$ cat config.mk
export PLATFORM = sky130hd
export DESIGN_NAME = sql_query_tokenizer
export DESIGN_NICKNAME = d
export VERILOG_FILES = /design/src/hdl/sqt_pkg.sv /design/src/hdl/sql_query_tokenizer.sv
export VERILOG_INCLUDE_DIRS = /design/src /design/src/hdl
export SDC_FILE = /design/constraint.sdc
export NUM_CORES = 1
export LEC_CHECK = 0
export CORE_MARGIN = 2
export CORE_UTILIZATION = 40
export CTS_BUF_LIST = sky130_fd_sc_hd__clkbuf_16
export DETAILED_ROUTE_END_ITERATION = 8
export DONT_BUFFER_PORTS = 1
export SLEW_MARGIN = 20
export SYNTH_ARGS = -nofsm -noshare
export SYNTH_HDL_FRONTEND = slang
export SYNTH_SLANG_ARGS = --single-unit
$ cat constraint.sdc
create_clock -name clk -period 4.9 [get_ports clk]
set_input_delay 0.49 -clock clk [delete_from_list [all_inputs] [get_ports clk]]
set_output_delay 0.49 -clock clk [all_outputs]
set_load 0.005 [all_outputs]
$ cat src/hdl/sql_query_tokenizer_defines.svh
// ----------------------------------------------------------------------------
// SQL query tokenizer assertion macros
// Shared property forms for the checks at the end of the tokenizer.
// ----------------------------------------------------------------------------
`ifndef SQL_QUERY_TOKENIZER_DEFINES_SVH
`define SQL_QUERY_TOKENIZER_DEFINES_SVH

// The consequent must hold in the same cycle as the antecedent.
`define SQT_ASSERT_SAME(label, ante, cons, msg) \
	label: assert property (@(posedge clk) disable iff (!arst_n) (ante) |-> (cons)) \
		else $error(msg);

// The consequent must hold in the cycle after the antecedent.
`define SQT_ASSERT_NEXT(label, ante, cons, msg) \
	label: assert property (@(posedge clk) disable iff (!arst_n) (ante) |=> (cons)) \
		else $error(msg);

`endif

$ cat src/hdl/sqt_pkg.sv
// ----------------------------------------------------------------------------
// SQL query tokenizer package
// Token and error codes, the result record and the reserved keyword table.
// ----------------------------------------------------------------------------
package sqt_pkg;

	localparam int unsigned POS_WIDTH_DEF = 16;
	localparam int unsigned KW_COUNT      = 30;
	localparam int unsigned RES_DEPTH     = 4;
	localparam int unsigned LEN_W         = 16;

	localparam logic [3:0] KIND_IDENT  = 4'd0;
	localparam logic [3:0] KIND_INT    = 4'd1;
	localparam logic [3:0] KIND_STRING = 4'd2;
	localparam logic [3:0] KIND_COMMA  = 4'd3;
	localparam logic [3:0] KIND_DOT    = 4'd4;
	localparam logic [3:0] KIND_LPAREN = 4'd5;
	localparam logic [3:0] KIND_RPAREN = 4'd6;
	localparam logic [3:0] KIND_STAR   = 4'd7;
	localparam logic [3:0] KIND_SEMI   = 4'd8;
	localparam logic [3:0] KIND_EQ     = 4'd9;
	localparam logic [3:0] KIND_NE     = 4'd10;
	localparam logic [3:0] KIND_LT     = 4'd11;
	localparam logic [3:0] KIND_LE     = 4'd12;
	localparam logic [3:0] KIND_GT     = 4'd13;
	localparam logic [3:0] KIND_GE     = 4'd14;
	localparam logic [3:0] KIND_END    = 4'd15;

	localparam logic [1:0] ERR_NONE         = 2'd0;
	localparam logic [1:0] ERR_UNEXPECTED   = 2'd1;
	localparam logic [1:0] ERR_UNTERMINATED = 2'd2;

	localparam logic [7:0] CH_QUOTE = 8'h27;
	localparam logic [7:0] CH_UNDER = 8'h5F;
	localparam logic [7:0] CH_MINUS = 8'h2D;
	localparam logic [7:0] CH_LT    = 8'h3C;
	localparam logic [7:0] CH_GT    = 8'h3E;
	localparam logic [7:0] CH_EQ    = 8'h3D;
	localparam logic [7:0] CH_COMMA = 8'h2C;
	localparam logic [7:0] CH_DOT   = 8'h2E;
	localparam logic [7:0] CH_LPAR  = 8'h28;
	localparam logic [7:0] CH_RPAR  = 8'h29;
	localparam logic [7:0] CH_STAR  = 8'h2A;
	localparam logic [7:0] CH_SEMI  = 8'h3B;

	typedef struct packed {
		logic [7:0]       ech;
		logic [1:0]       err;
		logic [4:0]       kw;
		logic [LEN_W-1:0] vlen;
		logic [LEN_W-1:0] tlen;
		logic [LEN_W-1:0] start;
		logic [3:0]       kind;
		logic             last;
	} res_t;

	// Names are right-aligned with the first character in the highest used byte.
	localparam logic [63:0] KW_NAME [KW_COUNT] = '{
		"SELECT", "FROM", "WHERE", "AND", "OR", "AS", "JOIN", "INNER", "ON",
		"LEFT", "RIGHT", "OUTER", "ORDER", "BY", "ASC", "DESC", "GROUP", "COUNT",
		"SUM", "MIN", "MAX", "HAVING", "DISTINCT", "LIMIT", "NULL", "IS", "NOT",
		"IN", "EXISTS", "EXPLAIN"
	};
	localparam logic [3:0] KW_LEN [KW_COUNT] = '{
		4'd6, 4'd4, 4'd5, 4'd3, 4'd2, 4'd2, 4'd4, 4'd5, 4'd2,
		4'd4, 4'd5, 4'd5, 4'd5, 4'd2, 4'd3, 4'd4, 4'd5, 4'd5,
		4'd3, 4'd3, 4'd3, 4'd6, 4'd8, 4'd5, 4'd4, 4'd2, 4'd3,
		4'd2, 4'd6, 4'd7
	};

	function automatic logic is_alpha(input logic [7:0] c);
		return (c >= 8'h41 && c <= 8'h5A) || (c >= 8'h61 && c <= 8'h7A);
	endfunction

	function automatic logic is_digit(input logic [7:0] c);
		return c >= 8'h30 && c <= 8'h39;
	endfunction

	function automatic logic is_space(input logic [7:0] c);
		return c == 8'h20 || (c >= 8'h09 && c <= 8'h0D);
	endfunction

	function automatic logic [7:0] to_upper(input logic [7:0] c);
		return (c >= 8'h61 && c <= 8'h7A) ? c - 8'h20 : c;
	endfunction

	function automatic logic [LEN_W-1:0] sat_inc(input logic [LEN_W-1:0] v);
		return (v == '1) ? v : v + 1'b1;
	endfunction

	// Keyword in buffer order: first character in byte 0.
	function automatic logic [63:0] kw_word(input int unsigned k);
		logic [63:0] w;
		w = '0;
		for (int i = 0; i < 8; i++) begin
			if (i < int'(KW_LEN[k])) begin
				w[8*i +: 8] = KW_NAME[k][8*(int'(KW_LEN[k]) - 1 - i) +: 8];
			end
		end
		return w;
	endfunction

	function automatic logic [4:0] kw_lookup(input logic [63:0] kw_buf,
			input logic [LEN_W-1:0] len, input logic ovf);
		logic [4:0] code;
		code = '0;
		if (!ovf && len <= LEN_W'(8)) begin
			for (int k = KW_COUNT - 1; k >= 0; k--) begin
				if (len[3:0] == KW_LEN[k] && kw_buf == kw_word(k)) begin
					code = 5'(k + 1);
				end
			end
		end
		return code;
	endfunction

endpackage

$ cat src/hdl/sql_query_tokenizer.sv
// ----------------------------------------------------------------------------
// SQL query tokenizer
// Streaming lexer: one query byte in per transaction, tokens out as they close.
// ----------------------------------------------------------------------------
// Usage. Query bytes arrive on the s_ channel, one per transaction, with the
// byte in s_tdata and s_tlast raised on a separate transaction that marks the
// end of the query (its data byte is ignored). Tokens leave on the m_ channel,
// one per transaction; m_tlast is set on the final token caused by an input
// transaction. A byte can close a pending token and open another, so one input
// may yield two tokens; the end-of-query transaction always yields End.
// An accepted byte waits in the input register until the lexer step writes
// its tokens into the result queue; the first token is then valid on m_tvalid.
// The input side takes one transaction per cycle while the four-entry result
// queue has room for two tokens; the output side drains one token per cycle
// while m_tready is high, so the sustained rate is one byte per cycle unless
// bytes that yield two tokens outpace the receiver. When the receiver stalls,
// the queue fills and s_tready falls until it drains. Reset clears the lexer
// state, position counters and queue; no tokens are pending afterwards.
// ----------------------------------------------------------------------------
`include "sql_query_tokenizer_defines.svh"

module sql_query_tokenizer import sqt_pkg::*; #(
	parameter int unsigned POSITION_WIDTH = POS_WIDTH_DEF
) (
	input  logic        clk,
	input  logic        arst_n,
	input  logic        s_tvalid,
	output logic        s_tready,
	input  logic [7:0]  s_tdata,   // [7:0] in_char
	input  logic        s_tlast,   // end_of_input
	output logic        m_tvalid,
	input  logic        m_tready,
	output logic [71:0] m_tdata,   // [3:0] token_kind, [19:4] token_start,
	                               // [35:20] token_length, [51:36] value_length,
	                               // [56:52] keyword_code, [58:57] error_code,
	                               // [66:59] error_char, [71:67] zero
	output logic        m_tlast    // last_of_run
);

	// Scanner modes.
	localparam logic [2:0] M_IDLE  = 3'd0;
	localparam logic [2:0] M_IDENT = 3'd1;
	localparam logic [2:0] M_INT   = 3'd2;
	localparam logic [2:0] M_MINUS = 3'd3;
	localparam logic [2:0] M_STR   = 3'd4;
	localparam logic [2:0] M_STRQ  = 3'd5;
	localparam logic [2:0] M_LT    = 3'd6;
	localparam logic [2:0] M_GT    = 3'd7;

	localparam int unsigned PTR_W = $clog2(RES_DEPTH);
	localparam int unsigned CNT_W = $clog2(RES_DEPTH + 1);
	localparam int unsigned PW    = POSITION_WIDTH;

	// Input register.
	logic       vld_s1;
	logic [7:0] char_s1;
	logic       eoi_s1;

	// Lexer state.
	logic [2:0]       mode_q, mode_d;
	logic [PW-1:0]    bpos_q, bpos_d;
	logic [PW-1:0]    spos_q, spos_d;
	logic [LEN_W-1:0] slen_q, slen_d;
	logic [LEN_W-1:0] vlen_q, vlen_d;
	logic [63:0]      kwbuf_q, kwbuf_d;
	logic             kwovf_q, kwovf_d;
	logic             halt_q, halt_d;

	// Result queue.
	res_t             res_mem_q [RES_DEPTH];
	logic [PTR_W-1:0] wr_ptr_q, rd_ptr_q;
	logic [CNT_W-1:0] cnt_q;

	logic             fire, pop, consumed;
	logic             a_vld, b_vld;
	res_t             res_a, res_b, res_out;
	logic [4:0]       kw_code;
	logic [PW+15:0]   bpos_ext, spos_ext;
	logic [15:0]      bpos_rep, spos_rep;
	logic [1:0]       n_wr;

	// The lexer step runs when a byte waits and the queue can take two tokens.
	assign fire     = vld_s1 && (cnt_q <= CNT_W'(RES_DEPTH - 2));
	assign s_tready = !vld_s1 || fire;
	assign pop      = m_tvalid && m_tready;

	always_ff @(posedge clk or negedge arst_n) begin
		if (!arst_n) begin
			vld_s1 <= 1'b0;
		end else if (s_tready) begin
			vld_s1 <= s_tvalid;
		end
	end

	always_ff @(posedge clk) begin
		if (s_tvalid && s_tready) begin
			char_s1 <= s_tdata;
			eoi_s1  <= s_tlast;
		end
	end

	// Positions are reported in the low sixteen bits, zero-extended if narrower.
	assign bpos_ext = {16'b0, bpos_q};
	assign spos_ext = {16'b0, spos_q};
	assign bpos_rep = bpos_ext[15:0];
	assign spos_rep = spos_ext[15:0];

	assign kw_code = kw_lookup(kwbuf_q, slen_q, kwovf_q);

	// One lexer step. Result A is the token or error closed by this byte (or flushed at
	// end of query); result B is the token or error this byte forms on its own, or End.
	always_comb begin
		a_vld    = 1'b0;
		b_vld    = 1'b0;
		res_a    = '0;
		res_b    = '0;
		consumed = 1'b0;
		mode_d   = mode_q;
		bpos_d   = bpos_q;
		spos_d   = spos_q;
		slen_d   = slen_q;
		vlen_d   = vlen_q;
		kwbuf_d  = kwbuf_q;
		kwovf_d  = kwovf_q;
		halt_d   = halt_q;

		if (eoi_s1) begin
			if (!halt_q) begin
				res_a.start = spos_rep;
				unique case (mode_q)
					M_IDENT: begin
						a_vld      = 1'b1;
						res_a.kind = KIND_IDENT;
						res_a.tlen = slen_q;
						res_a.kw   = kw_code;
					end
					M_INT: begin
						a_vld      = 1'b1;
						res_a.kind = KIND_INT;
						res_a.tlen = slen_q;
					end
					M_MINUS: begin
						a_vld     = 1'b1;
						res_a.err = ERR_UNEXPECTED;
						res_a.ech = CH_MINUS;
					end
					M_STR: begin
						a_vld     = 1'b1;
						res_a.err = ERR_UNTERMINATED;
					end
					M_STRQ: begin
						a_vld      = 1'b1;
						res_a.kind = KIND_STRING;
						res_a.tlen = slen_q;
						res_a.vlen = vlen_q;
					end
					M_LT: begin
						a_vld      = 1'b1;
						res_a.kind = KIND_LT;
						res_a.tlen = LEN_W'(1);
					end
					M_GT: begin
						a_vld      = 1'b1;
						res_a.kind = KIND_GT;
						res_a.tlen = LEN_W'(1);
					end
					default: ;
				endcase
			end
			b_vld       = 1'b1;
			res_b.kind  = KIND_END;
			res_b.start = bpos_rep;
			mode_d      = M_IDLE;
			bpos_d      = '0;
			spos_d      = '0;
			slen_d      = '0;
			vlen_d      = '0;
			kwbuf_d     = '0;
			kwovf_d     = 1'b0;
			halt_d      = 1'b0;
		end else begin
			if (!halt_q) begin
				res_a.start = spos_rep;
				unique case (mode_q)
					M_IDENT: begin
						if (is_alpha(char_s1) || is_digit(char_s1) || char_s1 == CH_UNDER) begin
							if (slen_q < LEN_W'(8)) begin
								kwbuf_d[8*slen_q[2:0] +: 8] = to_upper(char_s1);
							end else begin
								kwovf_d = 1'b1;
							end
							slen_d   = sat_inc(slen_q);
							consumed = 1'b1;
						end else begin
							a_vld      = 1'b1;
							res_a.kind = KIND_IDENT;
							res_a.tlen = slen_q;
							res_a.kw   = kw_code;
							mode_d     = M_IDLE;
						end
					end
					M_INT: begin
						if (is_digit(char_s1)) begin
							slen_d   = sat_inc(slen_q);
							consumed = 1'b1;
						end else begin
							a_vld      = 1'b1;
							res_a.kind = KIND_INT;
							res_a.tlen = slen_q;
							mode_d     = M_IDLE;
						end
					end
					M_MINUS: begin
						consumed = 1'b1;
						if (is_digit(char_s1)) begin
							mode_d = M_INT;
							slen_d = sat_inc(slen_q);
						end else begin
							// A minus sign not followed by a digit halts the scan.
							a_vld     = 1'b1;
							res_a.err = ERR_UNEXPECTED;
							res_a.ech = CH_MINUS;
							mode_d    = M_IDLE;
							halt_d    = 1'b1;
						end
					end
					M_STR: begin
						slen_d   = sat_inc(slen_q);
						consumed = 1'b1;
						if (char_s1 == CH_QUOTE) begin
							mode_d = M_STRQ;
						end else begin
							vlen_d = sat_inc(vlen_q);
						end
					end
					M_STRQ: begin
						if (char_s1 == CH_QUOTE) begin
							// Doubled quote: one quote in the value, string continues.
							slen_d   = sat_inc(slen_q);
							vlen_d   = sat_inc(vlen_q);
							mode_d   = M_STR;
							consumed = 1'b1;
						end else begin
							a_vld      = 1'b1;
							res_a.kind = KIND_STRING;
							res_a.tlen = slen_q;
							res_a.vlen = vlen_q;
							mode_d     = M_IDLE;
						end
					end
					M_LT: begin
						a_vld  = 1'b1;
						mode_d = M_IDLE;
						priority if (char_s1 == CH_EQ) begin
							res_a.kind = KIND_LE;
							res_a.tlen = LEN_W'(2);
							consumed   = 1'b1;
						end else if (char_s1 == CH_GT) begin
							res_a.kind = KIND_NE;
							res_a.tlen = LEN_W'(2);
							consumed   = 1'b1;
						end else begin
							res_a.kind = KIND_LT;
							res_a.tlen = LEN_W'(1);
						end
					end
					M_GT: begin
						a_vld  = 1'b1;
						mode_d = M_IDLE;
						if (char_s1 == CH_EQ) begin
							res_a.kind = KIND_GE;
							res_a.tlen = LEN_W'(2);
							consumed   = 1'b1;
						end else begin
							res_a.kind = KIND_GT;
							res_a.tlen = LEN_W'(1);
						end
					end
					default: mode_d = M_IDLE;
				endcase

				if (!consumed && !halt_d) begin
					res_b.start = bpos_rep;
					priority if (is_space(char_s1)) begin
						// Whitespace only separates tokens.
					end else if (char_s1 == CH_QUOTE || is_alpha(char_s1) ||
							char_s1 == CH_UNDER || is_digit(char_s1) ||
							char_s1 == CH_MINUS || char_s1 == CH_LT || char_s1 == CH_GT) begin
						spos_d  = bpos_q;
						slen_d  = LEN_W'(1);
						vlen_d  = '0;
						kwbuf_d = '0;
						kwovf_d = 1'b0;
						priority if (char_s1 == CH_QUOTE) begin
							mode_d = M_STR;
						end else if (is_alpha(char_s1) || char_s1 == CH_UNDER) begin
							mode_d  = M_IDENT;
							kwbuf_d = {56'b0, to_upper(char_s1)};
						end else if (is_digit(char_s1)) begin
							mode_d = M_INT;
						end else if (char_s1 == CH_MINUS) begin
							mode_d = M_MINUS;
						end else if (char_s1 == CH_LT) begin
							mode_d = M_LT;
						end else begin
							mode_d = M_GT;
						end
					end else begin
						b_vld      = 1'b1;
						res_b.tlen = LEN_W'(1);
						unique case (char_s1)
							CH_COMMA: res_b.kind = KIND_COMMA;
							CH_DOT:   res_b.kind = KIND_DOT;
							CH_LPAR:  res_b.kind = KIND_LPAREN;
							CH_RPAR:  res_b.kind = KIND_RPAREN;
							CH_STAR:  res_b.kind = KIND_STAR;
							CH_SEMI:  res_b.kind = KIND_SEMI;
							CH_EQ:    res_b.kind = KIND_EQ;
							default: begin
								// Any other byte, including those above 127, halts the scan.
								res_b.tlen = '0;
								res_b.err  = ERR_UNEXPECTED;
								res_b.ech  = char_s1;
								halt_d     = 1'b1;
							end
						endcase
					end
				end
			end
			if (bpos_q != '1) begin
				bpos_d = bpos_q + 1'b1;
			end
		end

		res_a.last = !b_vld;
		res_b.last = 1'b1;
	end

	always_ff @(posedge clk or negedge arst_n) begin
		if (!arst_n) begin
			mode_q  <= M_IDLE;
			bpos_q  <= '0;
			spos_q  <= '0;
			slen_q  <= '0;
			vlen_q  <= '0;
			kwbuf_q <= '0;
			kwovf_q <= 1'b0;
			halt_q  <= 1'b0;
		end else if (fire) begin
			mode_q  <= mode_d;
			bpos_q  <= bpos_d;
			spos_q  <= spos_d;
			slen_q  <= slen_d;
			vlen_q  <= vlen_d;
			kwbuf_q <= kwbuf_d;
			kwovf_q <= kwovf_d;
			halt_q  <= halt_d;
		end
	end

	// Result queue: up to two writes and one read per cycle.
	assign n_wr = fire ? ({1'b0, a_vld} + {1'b0, b_vld}) : 2'd0;

	always_ff @(posedge clk) begin
		if (fire && a_vld) begin
			res_mem_q[wr_ptr_q] <= res_a;
		end
		if (fire && b_vld) begin
			res_mem_q[a_vld ? PTR_W'(wr_ptr_q + 1'b1) : wr_ptr_q] <= res_b;
		end
	end

	always_ff @(posedge clk or negedge arst_n) begin
		if (!arst_n) begin
			wr_ptr_q <= '0;
			rd_ptr_q <= '0;
			cnt_q    <= '0;
		end else begin
			wr_ptr_q <= PTR_W'(wr_ptr_q + n_wr);
			if (pop) begin
				rd_ptr_q <= PTR_W'(rd_ptr_q + 1'b1);
			end
			cnt_q <= CNT_W'(cnt_q + CNT_W'(n_wr) - CNT_W'(pop));
		end
	end

	assign res_out  = res_mem_q[rd_ptr_q];
	assign m_tvalid = (cnt_q != '0);
	assign m_tdata  = {5'b0, res_out.ech, res_out.err, res_out.kw, res_out.vlen,
	                   res_out.tlen, res_out.start, res_out.kind};
	assign m_tlast  = res_out.last;

	// The queue never holds more tokens than it has entries.
	`SQT_ASSERT_SAME(a_queue_bound, 1'b1, cnt_q <= CNT_W'(RES_DEPTH), "result queue overflow")
	// End of query returns the lexer to its reset state.
	`SQT_ASSERT_NEXT(a_eoi_rearm, fire && eoi_s1,
		mode_q == M_IDLE && !halt_q && bpos_q == '0, "lexer not rearmed after end of query")
	// While halted on an error, ordinary bytes produce no tokens.
	`SQT_ASSERT_SAME(a_halt_silent, fire && halt_q && !eoi_s1,
		!a_vld && !b_vld, "token produced while halted")

endmodule
==> out/results.txt, run 1 <==
Vias post-DR - 19337
1st-iter DRT viols - 1991
Die X-Extent - 244 um
I/O pin count - 88
DIE HEIGHT - 244 um
Fraction of layout cells with a size suffix above 1 - 0.122
Startpoint types - flip-flop
XOR/XNOR share of the synthesized area - 0.00644
Largest area contributor in the netlist - edfxtp_1
Clock Latency Late Sink - 580 ps
Final Skew - 16.0 ps
Std cell rows - 88
Post-route setup slack - 403 ps
Post-Synth Simple-Gate Area - 0.236
Setup Viol. Count Final - 0
Slew of the pin with the lowest slew margin - 1100 ps
RD Place Congestion - 0.930
Post-CTS setup buffer count - 0
Die ar. - 59700 um2
Hold Path Sink - vld_s1
Min Tclk post-route - 4500 ps
Top cells by area, synth - edfxtp_1, dfrtp_1, dfxtp_1, mux4_2, nand2_1
Leak - 8.90 nW
Diodes inserted - 0
Max-slew headroom - 0.265
Routed WL per cell - 24.1 um
Area after DPL - 23700 um2
Antenna violations before repair - 1
CP Max Fanout - 19
Sequential fraction of the synthesis area - 0.452
Hold Path Class - in2reg
Crit end category - flip-flop
# clock sinks - 422
Pwr/cell area - 459 nW/um2
Outcome - finished clean
DRC - 0
Netlist cell types - 104
Synth Register Bits - 422
Clock transition at path regs - 60 ps
CTS Buf Count - 48
Crit-path cells - buf_4 > or4_1 > o21ai_1 > o31ai_1 > o31ai_2 > buf_4 > and2_1 > ha_1 > and3_1 > inv_1 > ha_1 > inv_1 > ha_1 > inv_1 > fa_1 > xor2_1 > xnor2_1
Cell area after synthesis - 23100 um2
Hold path depth - 1
Vias in the first global route - 18913
Seq pwr share - 0.377
Logic pwr share - 0.333
Area of the multi-input gates - 11700 um2
First-pass GRT wire length - 116000 um
RSZ-0062 raised after global routing - false
CP max-delay cell - edfxtp_1
Placed instance count - 3021
DR vias/cell - 6.20
Fin area - 25300 um2
Fin nets - 2355
Area of the core - 57400 um2
Adder-Cell Fraction of Synth Area - 0.0128
Post-route ant nets - 0
Predominant post-synthesis flop cell - dfxtp_1
Yosys Warn Count - 0
Top-area cell type share of the netlist area - 0.168
Filler Cells Inserted - 5474
GRT Resource Usage Total - 0.249
Tcrit/Tclk final - 0.918
Routed WL - 75100 um
Reg-to-Reg Start - char_s1[0]
Root buffer cell - clkbuf_16
Switching Fraction - 0.378
R2r worst-path depth - 17
Compound-gate portion of the synthesized area - 0.143
Worst Path Buf+Inv - 5
Port buffer count - 0
Reg-to-Reg End - cnt_q[2]
Iteration count of the initial detailed-routing pass - 6
Final TNS setup - 0 ps
Critical path depth - 17
Post-Syn Area per Cell - 9.68 um2
Int Power - 7.23 mW
# Max-Cap Violations - 0
Mux contribution to synthesized area - 0.105
Maximum vdd drop - 0.312 mV
Clk pwr share - 0.290
Setup slack at placement - 451 ps
CTS HTree Levels - 2
Fin cells - 3117
Area grow syn2layout - 9.64%
Register area - 10500 um2
HPWL Detailed - 49300 um
CP Class - reg2reg
Req. time, crit path - 5360 ps
Flop-to-flop setup slack - 400 ps
F_max - 222 MHz
Largest family of logic cells by synthesized area - simple AND/OR/NAND/NOR gates
Largest net degree at the start of global routing - 142
CP arrival - 4960 ps
CTS tree - built
CP delay by family, top - adder cells
Fin. Hold Viols - 0
Hold Crit Start - s_tvalid
Synthesized instance count - 2389
Total gr overflow - 0
Share of synthesized registers carrying an async set or reset - 0.334
Slowest stage delay, CP - 650 ps
Number of flops mapped to enable cells by yosys - 129
Initial Utilization - 0.403
CTS Buffer Depth - 3
Switching Power - 4.40 mW
Max-slew violations - 0
[kinds of logic after synthesis]
group / Yosys count
flops: 422
mux: 156
xor+xnor: 17
compound gates: 485
fa+ha+maj: 23
simple gates: 1059
other cells: 1
buf+inv: 226
[stage by stage]
stage                     hold slack, ps  utilization  power [mW]
after global routing                92.2        0.442        12.2
after detailed placement             204        0.413        8.21
after floorplan                      194            -        6.97
final                                116        0.442        11.6
after global placement               206        0.413        8.18
after CTS                           85.1        0.441        11.6
[flip-flops by register name (all words and copies together) (netlist names), 2 cells and up]
name	flops
spos_q	16
mode_q	3
cnt_q	3
bpos_q	16
rd_ptr_q	2
wr_ptr_q	2
kwbuf_q	64
slen_q	16
char_s1	8
res_mem_q	272
vlen_q	16
[power by group through the flow]
stage,Sequential (mW),Clock [mW],Combinational (mW)
2_1_floorplan,4.19,0,2.78
3_3_place_gp,4.57,0,3.61
3_5_place_dp,4.59,0,3.63
4_1_cts,4.52,3.44,3.67
5_1_grt,4.43,3.58,4.14
6_report,4.38,3.38,3.87
[what timing repair did]
action | 4_1_cts | 5_1_grt
hold buffers | 11 | 0
endpoints found under the hold margin | 150 | 0
resized for setup | 0 | 0
[layout by cell type (no fill, tap or decap), drive strengths merged, types with 10 or more instances in the layout]
master / Yosys / routed
mux4: 68 / 68
nor2b: 27 / 27
nor2: 118 / 118
or3: 24 / 24
dfxtp: 152 / 152
a31o: 18 / 18
and4: 13 / 13
nor3b: 12 / 12
nand4: 47 / 47
ha: 22 / 22
o211ai: 12 / 12
a31oi: 13 / 13
or3b: 10 / 10
nor3: 68 / 68
clkinv: 1 / 14
mux2i: 79 / 79
inv: 28 / 45
clkbuf: 119 / 49
xor2: 10 / 10
edfxtp: 129 / 129
a32o: 29 / 29
a21oi: 196 / 196
a22o: 65 / 65
and2: 36 / 36
or4: 14 / 14
a21o: 10 / 10
nand2b: 22 / 22
and3: 36 / 36
dlygate4sd3: 0 / 10
nand3: 111 / 111
nor4b: 11 / 11
o21ai: 60 / 60
dfrtp: 141 / 141
nand2: 403 / 403
a211oi: 15 / 15
or2: 12 / 12
buf: 77 / 63
nand3b: 13 / 13
nor4: 50 / 50
[cells in the mapped netlist, types with 13 or more instances]
library cell  count
dfrtp_1         141
and3_1           36
clkbuf_1        117
a22o_1           64
nor2_1          118
nor3_1           62
ha_1             22
nand2_1         402
a31oi_1          13
nand4_1          46
and2_1           34
nand3b_1         13
a31o_2           18
edfxtp_1        129
buf_4            18
a32o_1           29
or3_1            22
inv_1            28
o21ai_0          46
nand2b_1         22
buf_1            16
nor4_1           48
buf_2            37
a21oi_1         194
mux4_2           68
mux2i_1          79
nand3_1         111
dfxtp_1         152
nor2b_1          27
[worst reg2reg max path, stage by stage, from the launching register on]
cell      delay, ps
edfxtp_1        650
buf_4           300
or4_1           420
o21ai_1         280
o31ai_1         190
o31ai_2         350
buf_4           220
and2_1          330
ha_1            290
and3_1          180
inv_1            70
ha_1            220
inv_1            60
ha_1            130
inv_1            50
fa_1            370
xor2_1          160
xnor2_1         120
[area by class of cell]
cell class | instances | share of cell area
tap | 765 | 0.0378
inverter | 29 | 0.00429
multi-input combinational | 1745 | 0.462
sequential | 422 | 0.412
clock buffer | 49 | 0.0484
clock inverter | 34 | 0.00884
timing repair buffer | 73 | 0.0267
[per-layer routing]
| metal | vias up | part of all wire | wire (um) | track usage |
|---|---|---|---|---|
| met5 | - | 0.00017 | 13 | 0 |
| met3 | 111 | 0.078 | 5840 | 0.0405 |
| li1 | 8743 | - | - | - |
| met2 | 844 | 0.44 | 33400 | 0.375 |
| met1 | 9637 | 0.45 | 34100 | 0.363 |
| met4 | 2 | 0.023 | 1730 | 0.0805 |
[worst max path at each step]
stage | to | from | slack, ps
after global placement | cnt_q[2] | char_s1[0] | 530
after CTS | cnt_q[2] | char_s1[0] | 430
after floorplan | cnt_q[2] | char_s1[6] | 620
after detailed placement | cnt_q[2] | char_s1[0] | 450
after global routing | cnt_q[2] | char_s1[0] | 30
final | cnt_q[2] | char_s1[0] | 400
Power figures use the tool's default switching activity.
==> run 2: changes to the inputs <==
--- a/config.mk
+++ b/config.mk
@@ -7,7 +7,7 @@
 export NUM_CORES = 1
 export LEC_CHECK = 0
 export CORE_MARGIN = 2
-export CORE_UTILIZATION = 40
+export CORE_UTILIZATION = 49
 export CTS_BUF_LIST = sky130_fd_sc_hd__clkbuf_16
 export DETAILED_ROUTE_END_ITERATION = 8
 export DONT_BUFFER_PORTS = 1
==> out/results.txt, run 2 (same netlist as run 1, synthesis figures left out) <==
Outcome - finished clean
Diodes inserted - 0
Max-slew violations - 0
Die X-Extent - 221 um
Crit path from - char_s1[3]
RSZ-0062 raised after global routing - false
Cts hold-fix bufs - 11
First-pass GRT wire length - 114000 um
Final TNS setup - 0 ps
Commonest non-fill, non-tap cells in the layout - nand2_1, a21oi_1, dfxtp_1, dfrtp_1, edfxtp_1
Initial Utilization - 0.497
Pwr/cell area - 459 nW/um2
CP max-delay cell - o31ai_2
Die ar. - 48900 um2
Tcrit/Tclk final - 0.928
Slew of the pin with the lowest slew margin - 1160 ps
Vias in the first global route - 18150
Most common cell after layout, fill and taps aside - nand2_1
Clock transition at path regs - 60 ps
CTS tree - built
HPWL Detailed - 49900 um
# Max-Cap Violations - 0
CTS Buf Count - 45
Biggest register - res_mem_q
Iteration count of the initial detailed-routing pass - 5
Setup slack at placement - 433 ps
Hold Crit Start - s_tvalid
Post-route setup slack - 353 ps
CTS HTree Levels - 2
CTS Buffer Depth - 3
DR vias/cell - 6.50
Vias post-DR - 19280
Largest regs - res_mem_q x272, kwbuf_q x64
Startpoint types - flip-flop
Min Tclk post-route - 4550 ps
Placed instance count - 2870
Req. time, crit path - 5340 ps
Area grow syn2layout - 8.58%
Clock Latency Late Sink - 570 ps
Leak - 8.89 nW
Slowest stage delay, CP - 640 ps
DIE HEIGHT - 221 um
CP arrival - 4990 ps
Reg-to-Reg Start - char_s1[3]
Crit-path cells - or4_1 > o21ai_1 > o31ai_1 > o31ai_2 > and2_1 > ha_1 > and3_1 > inv_1 > ha_1 > inv_1 > ha_1 > inv_1 > fa_1 > xor2_1 > xnor2_1
1st-iter DRT viols - 1972
Final Skew - 22.0 ps
# clock sinks - 422
Hold slack - 28.7 ps
Fraction of layout cells with a size suffix above 1 - 0.122
Fin nets - 2357
Max FFs per register - 272
Total gr overflow - 0
Area of the core - 46600 um2
F_max - 220 MHz
Filler Cells Inserted - 4183
Post_cts resized - 0
Fin. Hold Viols - 0
Post-route ant nets - 0
I/O pin count - 88
Crit end category - flip-flop
Root buffer cell - clkbuf_16
Routed WL - 74500 um
Routed WL per cell - 25.1 um
GRT Resource Usage Total - 0.299
Largest net degree at the start of global routing - 142
CP Class - reg2reg
Maximum vdd drop - 0.502 mV
Fin cells - 2965
Std cell rows - 79
Post-CTS setup buffer count - 0
Antenna violations before repair - 0
Port buffer count - 0
RD Place Congestion - 0.941
Max-slew headroom - 0.212
CP Max Fanout - 18
Setup Viol. Count Final - 0
Hold Path Class - in2reg
DRC - 0
-- run 2: cell count changes in the layout (fill, tap and decap cells not counted), sizes merged --
cell    before  now
buf         63   68
clkbuf      49   48
bufinv       3    2
inv         45   44
clkinv      14   18
-- run 2: where the power goes --
part | switching (mW) | internal [mW]
clock network | 1.40 | 1.86
registers | 0.381 | 4.02
logic | 2.62 | 1.23
-- run 2: path summary, 6_finish.rpt --
| kind | cells past startpoint | slack [ps] | end |
|---|---|---|---|
| max | 15 | 350 | cnt_q[2] |
| min | 1 | 30 | vld_s1 |
| max reg2reg | 15 | 350 | cnt_q[2] |
| min in group asynchronous | 2 | 500 | kwbuf_q[17] |
| max in group asynchronous | 2 | 3670 | spos_q[14] |
| min reg2reg | 2 | 450 | res_mem_q[0][37] |
-- run 2: per-layer routing --
metal,GRT usage,share of wire
met5,0,0
met1,0.456,0.46
met2,0.450,0.45
met4,0.0738,0.017
met3,0.0390,0.074
-- run 2: worst max-delay path, delay by kind of cell, from the launching register on --
kind	cells	cell delay [ps]
simple gates	3	1190
buf+inv	3	170
xor+xnor	2	290
flops	1	620
compound gates	3	1150
fa+ha+maj	4	1010
-- run 2: stage by stage --
stage | util | instance area [um2] | power, mW
final | 0.539 | 25100 | 11.5
after global routing | 0.539 | 25100 | 12.0
after CTS | 0.539 | 25100 | 11.5
after detailed placement | 0.506 | 23600 | 8.22
after global placement | 0.506 | 23600 | 8.20
after floorplan | - | 23100 | 6.97
-- run 2: layout make-up --
class	instances	area [um2]	share of cell area
Inverter	29	109	0.00434
Clock buffer	48	1200	0.0479
Timing Repair Buffer	78	668	0.0266
Clock inverter	36	200	0.00798
Sequential cell	422	10500	0.416
Tap cell	607	759	0.0303
Multi-Input combinational cell	1745	11700	0.467
==> run 3: changes to the inputs <==
--- a/config.mk
+++ b/config.mk
@@ -6,11 +6,13 @@
 export SDC_FILE = /design/constraint.sdc
 export NUM_CORES = 1
 export LEC_CHECK = 0
+export ABC_AREA = 1
 export CORE_MARGIN = 2
-export CORE_UTILIZATION = 49
+export CORE_UTILIZATION = 55
 export CTS_BUF_LIST = sky130_fd_sc_hd__clkbuf_16
 export DETAILED_ROUTE_END_ITERATION = 8
 export DONT_BUFFER_PORTS = 1
+export PLACE_DENSITY = 0.7
 export SLEW_MARGIN = 20
 export SYNTH_ARGS = -nofsm -noshare
 export SYNTH_HDL_FRONTEND = slang
==> out/results.txt, run 3 <==
RSZ-0062 raised after global routing - false
Vias in the first global route - 21216
Yosys Warn Count - 0
Max FFs per register - 272
Max-slew violations - 0
Slew of the pin with the lowest slew margin - 1050 ps
Fraction of layout cells with a size suffix above 1 - 0.0563
HPWL Detailed - 56800 um
Tcrit/Tclk final - 0.805
Std cell rows - 75
First-pass GRT wire length - 124000 um
Crit end category - flip-flop
DIE HEIGHT - 211 um
Switching Power - 5.60 mW
CP Class - reg2reg
Outcome - finished clean
# clock sinks - 422
Top cells by area, synth - edfxtp_1, dfrtp_1, dfxtp_1, nand2_1, o21ai_0
Min Tclk post-route - 3950 ps
Synth Register Bits - 422
Post-CTS setup buffer count - 0
Pwr/cell area - 503 nW/um2
Synthesized instance count - 3181
Share of synthesized registers carrying an async set or reset - 0.334
Vias post-DR - 23147
Req. time, crit path - 5330 ps
1st-iter DRT viols - 3028
F_max - 253 MHz
CP delay by family, top - simple AND/OR/NAND/NOR gates
Leak - 10.0 nW
CTS Buf Count - 47
Post_cts resized - 0
Slowest stage delay, CP - 680 ps
Commonest non-fill, non-tap cells in the layout - nand2_1, nor2_1, o21ai_0, inv_1, nand3_1
Root buffer cell - clkbuf_16
Hold Path Sink - vld_s1
Diodes inserted - 0
GRT Resource Usage Total - 0.361
RD Place Congestion - 0.998
Most frequent cell after synthesis - nand2_1
Number of flops mapped to enable cells by yosys - 129
Hold Crit Start - s_tvalid
Setup slack at placement - 1030 ps
Die X-Extent - 211 um
Clock transition at path regs - 60 ps
CP Max Fanout - 28
I/O pin count - 88
Worst Path Buf+Inv - 4
DRC - 0
Sequential fraction of the synthesis area - 0.445
Largest net degree at the start of global routing - 142
Biggest register - res_mem_q
Area after DPL - 23700 um2
Hold Path Class - in2reg
Filler Cells Inserted - 3860
R2r worst-path depth - 18
Final Skew - 26.3 ps
Top-area cell type share of the netlist area - 0.165
Startpoint types - flip-flop
Int Power - 7.09 mW
Fin nets - 3158
Clock Latency Late Sink - 590 ps
Routed WL per cell - 21.9 um
Iteration count of the initial detailed-routing pass - 7
Predominant post-synthesis flop cell - dfxtp_1
Routed WL - 80900 um
Flop-to-flop setup slack - 950 ps
CTS HTree Levels - 2
CTS tree - built
DR vias/cell - 6.26
Max-slew headroom - 0.295
Switching Fraction - 0.441
Reg-to-Reg Start - char_s1[4]
Area of the core - 42000 um2
Logic pwr share - 0.384
Fin area - 25200 um2
Post-route ant nets - 0
Largest area contributor in the netlist - edfxtp_1
Fin. Hold Viols - 0
Die ar. - 44300 um2
Netlist cell types - 59
Most used cell, CP - nand2_1
# Max-Cap Violations - 0
Cell area after synthesis - 23500 um2
Port buffer count - 0
Antenna violations before repair - 1
Most common cell after layout, fill and taps aside - nand2_1
Post-route setup slack - 954 ps
Final TNS setup - 0 ps
Reg-to-Reg End - res_mem_q[1][10]
Initial Utilization - 0.558
Setup Viol. Count Final - 0
Crit-path cells - inv_1 > nand3_1 > inv_2 > nand4_2 > inv_2 > nor2_2 > nor2_1 > nand3_1 > nand2_1 > nand2_2 > nand2_1 > o21ai_1 > nand2_1 > nor2_4 > nor2_4 > buf_4 > nand2_1 > o21ai_1
Hold path depth - 2
CTS Buffer Depth - 3
Synth cell count leaders - nand2_1, nor2_1, o21ai_0
Area grow syn2layout - 7.47%
CP arrival - 4380 ps
Largest regs - res_mem_q x272, kwbuf_q x64
Post-Syn Area per Cell - 7.38 um2
Seq pwr share - 0.357
Total gr overflow - 0
Clk pwr share - 0.259
CP max-delay cell - nor2_4
Maximum vdd drop - 0.312 mV
## run 3: cell count changes in the layout (fill, tap and decap cells not counted), moves of 63 or more
cell / before / now
inv_1: 43 / 313
nor2_1: 118 / 416
a22o_1: 64 / 1
o21ai_0: 45 / 362
a21oi_1: 193 / 83
mux2i_1: 79 / 0
o22ai_1: 3 / 142
nand2_1: 402 / 645
o21ai_1: 6 / 81
mux4_2: 68 / 0
## run 3: kinds of logic after synthesis
group | Yosys count | share of synthesized area
AOI/OAI and AO/OA | 770 | 0.185
buffers and inverters | 486 | 0.0862
and+or+nand+nor | 1472 | 0.269
other | 1 | 0.000160
xor gates and xnor gates | 7 | 0.00261
DFF | 422 | 0.445
adders and majority gates | 23 | 0.0126
## run 3: routing by layer
layer,wire length (um),global-route usage
met5,15,0
met4,3070,0.131
met3,8450,0.0737
met2,36200,0.564
met1,33200,0.499
## run 3: repair_timing
item	CTS	global route
endpoints found under the setup margin	0	0
endpoints found under the hold margin	150	0
hold buffers	11	0
## run 3: metrics by stage
step / hold slack, ps / cells / util / power (mW)
global placement: 209 / 3601 / 0.563 / 9.25
global route: 29.9 / 3699 / 0.600 / 13.3
CTS: 15.4 / 3699 / 0.600 / 12.6
detailed placement: 209 / 3601 / 0.563 / 9.33
finish: 26.8 / 3699 / 0.600 / 12.7
floorplan: 194 / 3185 / - / 7.80
## run 3: worst max path at each step
stage                           start          endpoint  slack [ps]  cells after the start
after global routing       char_s1[4]          cnt_q[2]         640                     22
after global placement     char_s1[4]          cnt_q[2]        1160                     19
after floorplan            char_s1[6]  res_mem_q[2][10]        1530                     18
after detailed placement   char_s1[4]          cnt_q[2]        1030                     19
final                      char_s1[4]  res_mem_q[1][10]         950                     18
after CTS                 rd_ptr_q[0]       m_tdata[31]         890                      4
## run 3: area by class of cell
class | count | area (um2) | share of cell area
Multi-Input combinational cell | 2277 | 11000 | 0.438
Sequential cell | 422 | 10500 | 0.414
Inverter | 327 | 1240 | 0.0491
Clock buffer | 49 | 1230 | 0.0486
Tap cell | 539 | 674 | 0.0267
Timing Repair Buffer | 47 | 410 | 0.0163
Clock inverter | 38 | 185 | 0.00734
## run 3: power groups by stage
stage                     clock network (mW)  logic (mW)  registers [mW]
final                                   3.28        4.88            4.53
after global routing                    3.45        5.29            4.58
after CTS                               3.31        4.80            4.51
after detailed placement                   0        4.75            4.58
after global placement                     0        4.69            4.57
after floorplan                            0        3.41            4.38
## run 3: worst reg2reg max path, cell delays in order (launching register included)
cell and delay [ps]:
edfxtp_1 530, inv_1 380, nand3_1 250, inv_2 150
nand4_2 140, inv_2 140, nor2_2 110, nor2_1 110
nand3_1 90, nand2_1 100, nand2_2 130, nand2_1 100
o21ai_1 100, nand2_1 120, nor2_4 80, nor2_4 680
buf_4 380, nand2_1 90, o21ai_1 100
